==> config.mk <==
export PLATFORM = sky130hd
export DESIGN_NAME = sequential_list_engine_flat
export DESIGN_NICKNAME = d
export VERILOG_FILES = /design/src/hw/rtl/sle_pkg.sv /design/src/hw/rtl/sle_req_if.sv /design/src/hw/rtl/sle_rsp_if.sv /design/src/hw/rtl/sequential_list_engine.sv /design/src/hw/rtl/sle_cell.sv /design/src/flat_wrapper.sv
export SDC_FILE = /design/constraint.sdc
export NUM_CORES = 1
export LEC_CHECK = 0
export BUFFER_PORTS_ARGS = -buffer_cell sky130_fd_sc_hd__buf_4
export CAP_MARGIN = 20
export CORE_ASPECT_RATIO = 0.6
export CORE_UTILIZATION = 30
export DETAILED_ROUTE_END_ITERATION = 6
export PLACE_DENSITY = 0.49
export SLEW_MARGIN = 5
export SYNTH_ARGS = -nofsm -noshare
export SYNTH_HDL_FRONTEND = slang
export SYNTH_HIERARCHICAL = 1
export SYNTH_SLANG_ARGS = --single-unit
==> constraint.sdc <==
create_clock -name i_clk -period 3.7 [get_ports i_clk]
set_input_delay 0.185 -clock i_clk [delete_from_list [all_inputs] [get_ports i_clk]]
set_output_delay 0.185 -clock i_clk [all_outputs]
set_load 0.03 [all_outputs]
==> src/hw/rtl/sle_pkg.sv <==
// sle_pkg: shared types, field widths, mode and status codes of the list engine
// no dependencies; compiled first

package sle_pkg;

    localparam int MODE_W  = 3;
    localparam int POS_W   = 5;
    localparam int VALUE_W = 32;
    localparam int STAT_W  = 2;
    localparam int LEN_W   = 5;

    localparam int CAPACITY_DEF = 16;
    localparam logic [LEN_W-1:0] MAX_LEN_RST = 5'd16;

    typedef logic [MODE_W-1:0]         t_mode;
    typedef logic [POS_W-1:0]          t_pos;
    typedef logic signed [VALUE_W-1:0] t_value;
    typedef logic [STAT_W-1:0]         t_status;
    typedef logic [LEN_W-1:0]          t_len;

    localparam t_mode MODE_SEARCH = 3'd0;
    localparam t_mode MODE_READ   = 3'd1;
    localparam t_mode MODE_APPEND = 3'd2;
    localparam t_mode MODE_DELETE = 3'd3;
    localparam t_mode MODE_MODIFY = 3'd4;

    localparam t_status ST_OK     = 2'd0;
    localparam t_status ST_EMPTY  = 2'd1;
    localparam t_status ST_BADPOS = 2'd2;
    localparam t_status ST_FULL   = 2'd3;

    // per-cycle control broadcast along the row of cells
    typedef struct packed {
        logic rotate;  // every cell takes its right neighbour's entry
        logic del_en;  // cells at or above the delete index take their neighbour's entry
    } t_cell_ctl;

endpackage

==> src/hw/rtl/sle_req_if.sv <==
// sle_req_if: request channel of the list engine (valid/ready plus request fields)
// depends on sle_pkg

interface sle_req_if;
    logic               valid;
    logic               ready;
    sle_pkg::t_mode     mode;
    sle_pkg::t_pos      position;
    sle_pkg::t_value    value;

    modport source (output valid, output mode, output position, output value, input ready);
    modport sink   (input valid, input mode, input position, input value, output ready);
endinterface

==> src/hw/rtl/sle_rsp_if.sv <==
// sle_rsp_if: result channel of the list engine (valid/ready plus result fields)
// depends on sle_pkg

interface sle_rsp_if;
    logic               valid;
    logic               ready;
    sle_pkg::t_status   status;
    sle_pkg::t_len      found_position;
    sle_pkg::t_value    read_value;
    sle_pkg::t_len      list_length;

    modport source (output valid, output status, output found_position,
                    output read_value, output list_length, input ready);
    modport sink   (input valid, input status, input found_position,
                    input read_value, input list_length, output ready);
endinterface

==> src/hw/rtl/sequential_list_engine.sv <==
// sequential_list_engine: ordered list of signed entries kept in a row of cells
// depends on sle_pkg, sle_req_if, sle_rsp_if and sle_cell
//
//   channel    dir  handshake      payload
//   i_req      in   valid/ready    mode, position, value
//   o_rsp      out  valid/ready    status, found_position, read_value, list_length
//   cfg        in   i_cfg_we       i_cfg_wdata (max_length)
//
// search, read, append and modify rotate the ring of CAPACITY cells once, one
// entry past cell 0 per cycle, and then register the result once the output is free.
// delete shifts the upper cells down in the accept cycle; it and every rejected
// or unused request skip the rotation and register the result. one item in work.
// reset empties the list and sets max_length to 16; the entries are not cleared.
// a stalled result is held in the output register while the next item is taken.

module sequential_list_engine #(
    parameter int CAPACITY = sle_pkg::CAPACITY_DEF
) (
    input  logic                i_clk,
    input  logic                i_rst_n,
    sle_req_if.sink             i_req,
    sle_rsp_if.source           o_rsp,
    input  logic                i_cfg_we,
    input  sle_pkg::t_len       i_cfg_wdata
);
    import sle_pkg::*;

    localparam int IW = (CAPACITY > 1) ? $clog2(CAPACITY) : 1;
    localparam int CW = $clog2(CAPACITY + 1);
    localparam int EW = (CW > POS_W) ? CW : POS_W;

    localparam logic [CW-1:0] STEP_END = CW'(CAPACITY);

    localparam logic ST_IDLE = 1'b0;
    localparam logic ST_RUN  = 1'b1;

    localparam logic [1:0] ACT_NONE   = 2'd0;
    localparam logic [1:0] ACT_SEARCH = 2'd1;
    localparam logic [1:0] ACT_READ   = 2'd2;
    localparam logic [1:0] ACT_PUT    = 2'd3;

    logic            r_state,   n_state;
    logic [CW-1:0]   r_step,    n_step;
    logic [CW-1:0]   r_count,   n_count;
    t_len            r_max_len, n_max_len;
    logic [1:0]      r_act,     n_act;
    logic [IW-1:0]   r_tgt,     n_tgt;
    t_value          r_val,     n_val;
    t_status         r_status,  n_status;
    t_len            r_found,   n_found;
    t_value          r_rd,      n_rd;
    logic            r_ovalid,  n_ovalid;
    t_status         r_o_status, n_o_status;
    t_len            r_o_found,  n_o_found;
    t_value          r_o_rd,     n_o_rd;
    t_len            r_o_len,    n_o_len;

    logic            w_acc;
    logic            w_empty;
    logic            w_badpos;
    logic            w_full;
    logic [EW-1:0]   w_cnt_e;
    logic [EW-1:0]   w_pos_e;
    logic [EW-1:0]   w_pm1;
    logic [EW-1:0]   w_step_p1;
    logic [IW-1:0]   w_pos_idx;
    logic [IW-1:0]   w_step_idx;
    logic            w_rot;
    logic            w_del;
    logic            w_finish;
    t_value          w_tail;
    t_cell_ctl       w_ctl;
    t_value          w_data [CAPACITY];

    assign i_req.ready = (r_state == ST_IDLE);
    assign w_acc       = i_req.valid & i_req.ready;

    assign w_cnt_e   = EW'(r_count);
    assign w_pos_e   = EW'(i_req.position);
    assign w_pm1     = w_pos_e - EW'(1);
    assign w_pos_idx = w_pm1[IW-1:0];
    assign w_empty   = (r_count == '0);
    assign w_badpos  = (w_pos_e == '0) || (w_pos_e > w_cnt_e);
    assign w_full    = (w_cnt_e >= EW'(r_max_len)) || (r_count == STEP_END);

    assign w_step_idx = r_step[IW-1:0];
    assign w_step_p1  = EW'(r_step) + EW'(1);
    assign w_rot      = (r_state == ST_RUN) && (r_step != STEP_END);
    assign w_del      = w_acc && (i_req.mode == MODE_DELETE) && !w_empty && !w_badpos;
    assign w_finish   = (r_state == ST_RUN) && (r_step == STEP_END)
                        && (!r_ovalid || o_rsp.ready);

    // the entry leaving cell 0 re-enters at the tail, replaced at the write slot
    assign w_tail = ((r_act == ACT_PUT) && (w_step_idx == r_tgt)) ? r_val : w_data[0];

    assign w_ctl.rotate = w_rot;
    assign w_ctl.del_en = w_del;

    for (genvar g = 0; g < CAPACITY; g++) begin : g_cell
        t_value w_next;
        if (g == CAPACITY - 1) begin : g_last
            assign w_next = w_tail;
        end else begin : g_mid
            assign w_next = w_data[g+1];
        end
        sle_cell #(
            .IDX_W (IW),
            .INDEX (g)
        ) u_cell (
            .i_clk     (i_clk),
            .i_ctl     (w_ctl),
            .i_del_idx (w_pos_idx),
            .i_next    (w_next),
            .o_data    (w_data[g])
        );
    end

    always_comb begin
        n_state    = r_state;
        n_step     = r_step;
        n_count    = r_count;
        n_max_len  = r_max_len;
        n_act      = r_act;
        n_tgt      = r_tgt;
        n_val      = r_val;
        n_status   = r_status;
        n_found    = r_found;
        n_rd       = r_rd;
        n_ovalid   = r_ovalid;
        n_o_status = r_o_status;
        n_o_found  = r_o_found;
        n_o_rd     = r_o_rd;
        n_o_len    = r_o_len;

        if (i_cfg_we) begin
            n_max_len = i_cfg_wdata;
        end

        if (o_rsp.ready) begin
            n_ovalid = 1'b0;
        end

        if (w_acc) begin
            n_state  = ST_RUN;
            n_step   = STEP_END;
            n_act    = ACT_NONE;
            n_tgt    = w_pos_idx;
            n_val    = i_req.value;
            n_status = ST_OK;
            n_found  = '0;
            n_rd     = '0;
            case (i_req.mode)
                MODE_SEARCH: begin
                    n_status = ST_EMPTY;
                    n_act    = ACT_SEARCH;
                    n_step   = '0;
                end
                MODE_READ, MODE_MODIFY: begin
                    if (w_empty) begin
                        n_status = ST_EMPTY;
                    end else if (w_badpos) begin
                        n_status = ST_BADPOS;
                    end else begin
                        n_act  = (i_req.mode == MODE_READ) ? ACT_READ : ACT_PUT;
                        n_step = '0;
                    end
                end
                MODE_APPEND: begin
                    if (w_full) begin
                        n_status = ST_FULL;
                    end else begin
                        n_act   = ACT_PUT;
                        n_tgt   = r_count[IW-1:0];
                        n_step  = '0;
                        n_count = r_count + CW'(1);
                    end
                end
                MODE_DELETE: begin
                    if (w_empty) begin
                        n_status = ST_EMPTY;
                    end else if (w_badpos) begin
                        n_status = ST_BADPOS;
                    end else begin
                        n_count = r_count - CW'(1);
                    end
                end
                default: begin
                end
            endcase
        end

        if (w_rot) begin
            n_step = r_step + CW'(1);
            // first match only, and only below the length
            if ((r_act == ACT_SEARCH) && (r_status != ST_OK) && (r_step < r_count)
                && (w_data[0] == r_val)) begin
                n_status = ST_OK;
                n_found  = w_step_p1[LEN_W-1:0];
            end
            if ((r_act == ACT_READ) && (w_step_idx == r_tgt)) begin
                n_rd = w_data[0];
            end
        end

        if (w_finish) begin
            n_state    = ST_IDLE;
            n_ovalid   = 1'b1;
            n_o_status = r_status;
            n_o_found  = r_found;
            n_o_rd     = r_rd;
            n_o_len    = LEN_W'(r_count);
        end
    end

    always_ff @(posedge i_clk) begin
        if (!i_rst_n) begin
            r_state   <= ST_IDLE;
            r_step    <= STEP_END;
            r_count   <= '0;
            r_max_len <= MAX_LEN_RST;
            r_act     <= ACT_NONE;
            r_ovalid  <= 1'b0;
        end else begin
            r_state   <= n_state;
            r_step    <= n_step;
            r_count   <= n_count;
            r_max_len <= n_max_len;
            r_act     <= n_act;
            r_ovalid  <= n_ovalid;
        end
    end

    always_ff @(posedge i_clk) begin
        r_tgt      <= n_tgt;
        r_val      <= n_val;
        r_status   <= n_status;
        r_found    <= n_found;
        r_rd       <= n_rd;
        r_o_status <= n_o_status;
        r_o_found  <= n_o_found;
        r_o_rd     <= n_o_rd;
        r_o_len    <= n_o_len;
    end

    assign o_rsp.valid          = r_ovalid;
    assign o_rsp.status         = r_o_status;
    assign o_rsp.found_position = r_o_found;
    assign o_rsp.read_value     = r_o_rd;
    assign o_rsp.list_length    = r_o_len;

endmodule

==> src/hw/rtl/sle_cell.sv <==
// sle_cell: one list slot, holds a single entry and loads its neighbour's entry
// on rotate or on a delete shift at or above the delete index; depends on sle_pkg

module sle_cell #(
    parameter int IDX_W = 4,
    parameter int INDEX = 0
) (
    input  logic               i_clk,
    input  sle_pkg::t_cell_ctl i_ctl,
    input  logic [IDX_W-1:0]   i_del_idx,
    input  sle_pkg::t_value    i_next,
    output sle_pkg::t_value    o_data
);
    import sle_pkg::*;

    localparam logic [IDX_W-1:0] MY_IDX = IDX_W'(INDEX);

    t_value r_data;
    logic   w_shift;

    assign w_shift = i_ctl.rotate | (i_ctl.del_en & (MY_IDX >= i_del_idx));

    always_ff @(posedge i_clk) begin
        if (w_shift) begin
            r_data <= i_next;
        end
    end

    assign o_data = r_data;

endmodule

==> src/flat_wrapper.sv <==
// flat-port wrapper written by rule: the top's interface ports become plain ports
module sequential_list_engine_flat import sle_pkg::*;
#(
    parameter int CAPACITY = sle_pkg::CAPACITY_DEF
)
  (i_clk, i_rst_n, i_cfg_we, i_cfg_wdata, i_req_valid, i_req_mode, i_req_position, i_req_value, i_req_ready, o_rsp_valid, o_rsp_status, o_rsp_found_position, o_rsp_read_value, o_rsp_list_length, o_rsp_ready);
  sle_req_if i_req_i ();
  sle_rsp_if o_rsp_i ();
  input  logic i_clk;
  input  logic i_rst_n;
  input  logic i_cfg_we;
  input  sle_pkg::t_len i_cfg_wdata;
  input wire logic [$bits(i_req_i.valid)-1:0] i_req_valid;
  input wire logic [$bits(i_req_i.mode)-1:0] i_req_mode;
  input wire logic [$bits(i_req_i.position)-1:0] i_req_position;
  input wire logic [$bits(i_req_i.value)-1:0] i_req_value;
  output wire logic [$bits(i_req_i.ready)-1:0] i_req_ready;
  output wire logic [$bits(o_rsp_i.valid)-1:0] o_rsp_valid;
  output wire logic [$bits(o_rsp_i.status)-1:0] o_rsp_status;
  output wire logic [$bits(o_rsp_i.found_position)-1:0] o_rsp_found_position;
  output wire logic [$bits(o_rsp_i.read_value)-1:0] o_rsp_read_value;
  output wire logic [$bits(o_rsp_i.list_length)-1:0] o_rsp_list_length;
  input wire logic [$bits(o_rsp_i.ready)-1:0] o_rsp_ready;
  assign i_req_i.valid = i_req_valid;
  assign i_req_i.mode = i_req_mode;
  assign i_req_i.position = i_req_position;
  assign i_req_i.value = i_req_value;
  assign i_req_ready = i_req_i.ready;
  assign o_rsp_valid = o_rsp_i.valid;
  assign o_rsp_status = o_rsp_i.status;
  assign o_rsp_found_position = o_rsp_i.found_position;
  assign o_rsp_read_value = o_rsp_i.read_value;
  assign o_rsp_list_length = o_rsp_i.list_length;
  assign o_rsp_i.ready = o_rsp_ready;
  sequential_list_engine #(.CAPACITY(CAPACITY)) u_core (.i_clk(i_clk), .i_rst_n(i_rst_n), .i_req(i_req_i), .o_rsp(o_rsp_i), .i_cfg_we(i_cfg_we), .i_cfg_wdata(i_cfg_wdata));
endmodule
## Word-level counts from Yosys, hierarchy flattened

Index checks and enable logic that the tools add are counted.

- Input port bits: 50
- Output and inout bits: 46
- Word-level logic and storage cells: 165
- Bits in registers: 650

- $lt $le $gt $ge: 19
- Bitwise gates (word level): 35
- Equal/unequal tests: 15
- Multiplexer cells: 33
- Reduce and logical (&&, ||, !) cells: 28
- Add/sub/neg operators: 4

Operators with widths:

| kind | count |
|---|---|
| 32-bit 2-to-1 mux | 4 |
| 5-bit 2-to-1 mux | 11 |
| 32-bit == test | 1 |
| 4-bit greater-or-equal comparator (first input constant) | 8 |
| 2-bit 2-to-1 mux | 9 |
| 1-bit AND | 17 |
| 3-bit by 4-bit greater-or-equal comparator with 1-bit output (first input constant) | 4 |
| 1-bit OR | 16 |
| 5-bit case mux with 3 select lines | 1 |
| 2-bit case mux with 3 select lines | 2 |
| 1-bit logical AND | 11 |
| 5-bit by 1-bit adder with 5-bit output (second input constant) | 2 |
| 5-bit == test (second input constant) | 2 |
| 5-bit zero test | 2 |
| 5-bit case mux with 2 select lines | 1 |
| 1-bit by 4-bit greater-or-equal comparator with 1-bit output (first input constant) | 2 |
| 2-bit by 4-bit greater-or-equal comparator with 1-bit output (first input constant) | 2 |
| 4-bit 2-to-1 mux | 2 |
| 2-bit nonzero test | 4 |
| 3-bit by 2-bit == test with 1-bit output (second input constant) | 2 |
| 2-bit != test (second input constant) | 3 |
| 5-bit greater-or-equal comparator | 1 |
| 5-bit greater-than comparator | 1 |
| 5-bit < comparator | 1 |
| other kinds (16) | 25 |

## Depth between registers and ports, before layout

- Depth in word-level cells: 8
- Gate-level depth with buffers: 10
- Depth with buffers taken out: 9

## Cells and area by module

Netlist, hierarchy kept.

By module, submodules not included:

| module | times used | cells an instance | area each (sq um) | seq. area each (sq um) |
|---|---|---|---|---|
| sequential_list_engine | 1 | 519 | 6125.9 | 3563.4 |
| sle_cell (u_core.g_cell[11].u_cell ...) | 3 | 34 | 972.2 | 960.9 |
| sle_cell (u_core.g_cell[12].u_cell ...) | 2 | 34 | 980.9 | 960.9 |
| sle_cell (u_core.g_cell[4].u_cell ...) | 2 | 35 | 978.4 | 960.9 |
| sle_cell (u_core.g_cell[1].u_cell ...) | 2 | 34 | 975.9 | 960.9 |
| sle_cell (u_core.g_cell[0].u_cell ...) | 2 | 34 | 974.7 | 960.9 |
| sle_cell (u_core.g_cell[13].u_cell ...) | 2 | 34 | 973.4 | 960.9 |
| sle_cell (u_core.g_cell[10].u_cell) | 1 | 36 | 992.2 | 960.9 |
| sle_cell (u_core.g_cell[5].u_cell) | 1 | 35 | 977.2 | 960.9 |
| sle_cell (u_core.g_cell[15].u_cell) | 1 | 33 | 967.2 | 960.9 |

## Worst setup path before layout

Ideal clock, no wire load.

- Path kind: reg-to-reg
- Start point: reg u_core.r_step[0]
- End point: reg u_core.r_o_found[0], in the netlist u_core/o_rsp.found_position[0] (enable)
- Path buffers: 1
- Data arrival time: 3134 ps
- Stages on the path, launching flop included: 7
- Path slack: 113 ps
- Data required time: 3248 ps
- Clock period less this slack: 3587 ps
- Setup time: 452 ps
- Path through: dfxtp_1 > clkbuf_1 > inv_1 > ha_1 > nand4bb_4 > or2_2 > nor2b_1

- Longest elaborated chain between the ends: 3

RTL lines:

| item | line | source |
|---|---|---|
| start, declared | sequential_list_engine.sv:43 | `logic [CW-1:0] r_step, n_step;` |
| start signal, assigned | sequential_list_engine.sv:225 | `r_step <= n_step;` |
| 5-bit == test | sequential_list_engine.sv:90 | `assign w_finish = (r_state == ST_RUN) && (r_step == STEP_END)` |
| 1-bit logical AND | sequential_list_engine.sv:90 |  |
| 1-bit logical AND | sequential_list_engine.sv:91 | `&& (!r_ovalid \|\| o_rsp.ready);` |
| end signal, assigned | sequential_list_engine.sv:240 | `r_o_found <= n_o_found;` |
| end, declared | sequential_list_engine.sv:54 | `t_len r_o_found, n_o_found;` |

No other way between the ends.
A chain may end at the register's enable or synchronous reset.

## Worst setup path in the final report

- Start point: reg u_core.r_count[3]
- End point: reg u_core.g_cell[1].u_cell.r_data[25] (enable)

- Longest elaborated chain between the ends: 6
- Elaborated cells on any way between the ends: 9
- Those cells by class: order compare: 1; bitwise: 2; reduce/logical: 6

RTL lines:

| item | line | source |
|---|---|---|
| start, declared | sequential_list_engine.sv:44 | `logic [CW-1:0] r_count, n_count;` |
| start signal, assigned | sequential_list_engine.sv:226 | `r_count <= n_count;` |
| 5-bit greater-than comparator or 5-bit zero test (tied branches) | sequential_list_engine.sv:83, sequential_list_engine.sv:82 |  |
| 1-bit logical OR or 1-bit zero test (tied branches) | sequential_list_engine.sv:83, sequential_list_engine.sv:89 |  |
| 1-bit zero test or 1-bit logical AND (tied branches) | sequential_list_engine.sv:89 | `assign w_del = w_acc && (i_req.mode == MODE_DELETE) && !w_empty && !w_badpos;` |
| 1-bit logical AND * | sequential_list_engine.sv:89 |  |
| net u_core.w_del | sequential_list_engine.sv:69 | `logic w_del;` |
| 1-bit AND * | sle_cell.sv:21 | `assign w_shift = i_ctl.rotate \| (i_ctl.del_en & (MY_IDX >= i_del_idx));` |
| 1-bit OR * | sle_cell.sv:21 |  |
| net u_core.g_cell[1].u_cell.w_shift | sle_cell.sv:19 | `logic w_shift;` |
| end signal, assigned | sle_cell.sv:25 | `r_data <= i_next;` |
| end, declared | sle_cell.sv:18 | `t_value r_data;` |

The timed path passes the listed nets; every way through them passes the cells marked *.

==> impl_results.md <==
* Core Area at 71700 sq um
* Non-filler cells, final at 2312
* Worst Setup End Kind: register
* Cell taking the most area after synthesis: edfxtp_1
* Critical Path Start Type: register
* Bufs on Longest Clock Path at 3
* Placer Congestion at 0.8635
* Synthesized area at 21750 sq um
* Final ANT Viol Nets at 0
* Minimum clock period at 3.084 ns
* H-tree depth at 2
* PortBufs at 95
* Slew HR at 25.12%
* Syn Nets at 1139
* Worst-margin pin slew at 1.113 ns
* Initial antenna violation count at 6
* Clock root cell: clkbuf_16
* Setup CP Type: register to register
* Synth async-reset ratio at 0%
* Hold worst-path end: u_core/r_tgt[1]$_DFFE_PP_
* Yosys top cell area share at 81.75%
* Number of global-route vias before repair at 9825
* Power Density at 571.5 nW/um^2
* Placement Rows at 76
* Grt total ovfl at 0
* Total Power at 15.11 mW
* Vias per inst at 4.410
* TritonCTS clock tree: done
* Clk_lat worst skew at 0.60 ns
* Peak VDD IR at 360.8 uV
* Count of final setup violators at 0
* Slew Viols, Final at 0
* Sequential area share after synthesis at 87.09%
* Layout cells sized above 1 at 19.30%
* Pleak at 8.887 nW
* Placed Instances at 2147
* Seq cells post-synth at 650
* Gate Count Post-Synth at 1067
* Count leader, synth: edfxtp_1
* Final hold viol count at 0
* Commonest cells post-synth: edfxtp_1 (592), nand2_1 (89), dfxtp_1 (58), o21ai_0 (42), xor2_1 (35)
* Primary FF master, synth: edfxtp_1
* Worst-path clk slew at 0.07 ns
* CTS Sinks at 650
* RR Startpoint: u_core/r_count[3]$_SDFFE_PN0P_
* Syn. warnings at 6
* Reg2reg path depth at 10
* Routed WL at 52310 um
* Vias post-DR at 10200
* Tcrit/Tclk final at 83.36%
* Num CTS Buffers at 57
* Hold Worst Slack at 0.2127 ns
* Status: completed
* Max_cap viols at 0
* EDFF count, synth at 592
* Synth area leaders: edfxtp_1 (82%), dfxtp_1 (5.3%), nand2_1 (1.5%)
* Pre-Repair DR Iteration Count at 5
* Initial core utilization at 30.33%
* Postcts setup bufs at 0
* F_max at 324.2 MHz
* Worst hold stages at 4
* First-pass GRT wire length at 72470 um
* Syn-to-layout area delta at 21.59%
* Worst Hold Launch: i_req_position[1]
* Cell Area, Placed at 23990 sq um
* Initial DRC count at 1164
* DRC at 0
* Syn_area_per_cell at 20.38 sq um
* Crit path max fanout at 32
* Final HPWL DP at 35840 um
* I/O pin count at 96
* WL per Instance at 22.63 um
* Nets at 1361
* Setup TNS Final at 0 ns
* R2r endpoint: u_core/g_cell[1].u_cell/o_data[25]$_DFFE_PP_
* Hold Path Class: input pin to register
* Critical Path RT at 3.99 ns
* Die ar. at 73600 sq um
* Pin count of the biggest net entering global routing at 34
* Number of inserted diodes at 0
* Unique masters post-synth at 56
* GRT Total Usage at 14.19%
* DIE WIDTH at 349.6 um
* Worst clock skew at 0.01239 ns
* Design area at 26440 sq um
* Reg2reg setup slack at 0.62 ns
* CP Data Arrival Time at 3.38 ns
* RSZ-0062 raised after global routing: no
* Die Span Y at 210.5 um
==> layer usage <==
layer	GRT usage [%]	wire length, um	vias to the layer above
met2	18.52	20700	355
met5	0	0	-
met3	3.848	4433	47
li1	-	-	4536
met4	2.284	573	0
met1	23.19	26600	5257
==> area by class of cell <==
type,count,area (sq um)
fillers,6610,45260
well taps,975,1220
inverters,25,95.09
repair buffers,182,1687
flip-flops and latches,650,18940
clock buffers,79,1613
clock inverters,28,255.2
multi-input cells,373,2633
==> metrics by stage <==
| stage | utilization (%) | worst slack, ns |
|---|---|---|
| final | 36.88 | 0.6158 |
| after global routing | 36.88 | 0.4287 |
| after CTS | 36.88 | 0.6536 |
| after detailed placement | 33.46 | 0.6733 |
| after global placement | 33.46 | 0.7126 |
| after floorplan | - | 0.1132 |
==> worst max-delay path, cell delays in order, from the launching register on <==
cell and delay (ns):
dfxtp_1 0.45, inv_1 0.14, ha_1 0.32, and4_1 0.22
nand2_1 0.06, a221o_1 0.43, nor4_4 0.16, buf_4 0.33
nor4b_1 0.25, or2_1 0.18, buf_12 0.21
==> how the worst max path moves through the flow <==
| stage | start | end | cells after the start |
|---|---|---|---|
| 6_report | u_core/r_count[3]$_SDFFE_PN0P_ | u_core/g_cell[1].u_cell/o_data[25]$_DFFE_PP_ | 10 |
| 5_1_grt | u_core/r_count[0]$_SDFFE_PN0P_ | u_core/r_act[1]$_SDFFE_PN0P_ | 9 |
| 4_1_cts | u_core/r_count[3]$_SDFFE_PN0P_ | u_core/g_cell[1].u_cell/o_data[8]$_DFFE_PP_ | 10 |
| 3_5_place_dp | u_core/r_count[3]$_SDFFE_PN0P_ | u_core/g_cell[1].u_cell/o_data[10]$_DFFE_PP_ | 10 |
| 3_3_place_gp | u_core/r_count[3]$_SDFFE_PN0P_ | u_core/g_cell[1].u_cell/o_data[8]$_DFFE_PP_ | 10 |
| 2_1_floorplan | u_core/r_step[0]$_SDFFE_PN0P_ | u_core/o_rsp.found_position[0]$_DFFE_PP_ | 6 |
==> cell usage in the layout, fill, tap and decap left out, types with 4 or more instances in the layout <==
cell type,synthesis,final
edfxtp_1,592,592
buf_4,2,110
nand2_1,89,88
clkbuf_16,0,60
dlygate4sd3_1,0,58
dfxtp_1,58,58
o21ai_0,42,42
xor2_1,35,35
mux2_2,29,29
inv_1,24,23
ha_1,21,21
clkbuf_1,7,15
mux2i_1,15,15
nor2_1,14,14
a21o_1,14,14
buf_12,0,14
nand3_1,13,13
a21oi_1,11,11
nor4_1,10,10
clkinv_2,1,9
xnor2_1,8,8
clkinv_1,0,7
nor2b_1,8,7
nand4_1,6,6
clkinvlp_4,0,5
bufinv_16,0,4
clkbuf_8,0,4
==> flip-flops by register name, indices dropped and copies added (netlist names) <==
signal and cells:
u_core/o_rsp.found_position 5, u_core/r_tgt 4, u_core/r_count 5, u_core/r_max_len 5, u_core/r_state 1, u_core/o_rsp.valid 1, u_core/r_step 5, u_core/r_found 5
u_core/r_val 32, u_core/o_rsp.status 2, u_core/g_cell.u_cell/o_data 512, u_core/o_rsp.list_length 5, u_core/o_rsp.read_value 32, u_core/r_act 2, u_core/r_rd 32, u_core/r_status 2
==> report_power, final <==
group / internal, mW / leakage (nW) / switching [mW] / total (mW)
logic: 0.244 / 2.11 / 0.439 / 0.683
registers: 8.33 / 5.88 / 0.178 / 8.51
clock network: 3.33 / 0.899 / 2.59 / 5.92
==> logic make-up (layout without fill, tap and decap cells) <==
logic type                 count (synthesis)  after routing  share of synthesized area, %
muxes                                     47             47                         2.347
DFF                                      650            650                         87.09
buffers and inverters                     44            314                        0.8515
xor gates and xnor gates                  43             43                         1.732
and+or+nand+nor                          165            165                         3.838
adders and majority gates                 23             23                         1.346
AOI/OAI and AO/OA                         95             95                         2.796
==> repair_timing <==
item | in CTS | in global routing
resized for setup | 0 | 0
hold buffers | 58 | 0
hold endpoints to repair | 52 | 0
Note: power is estimated with default switching activity, not from simulation.
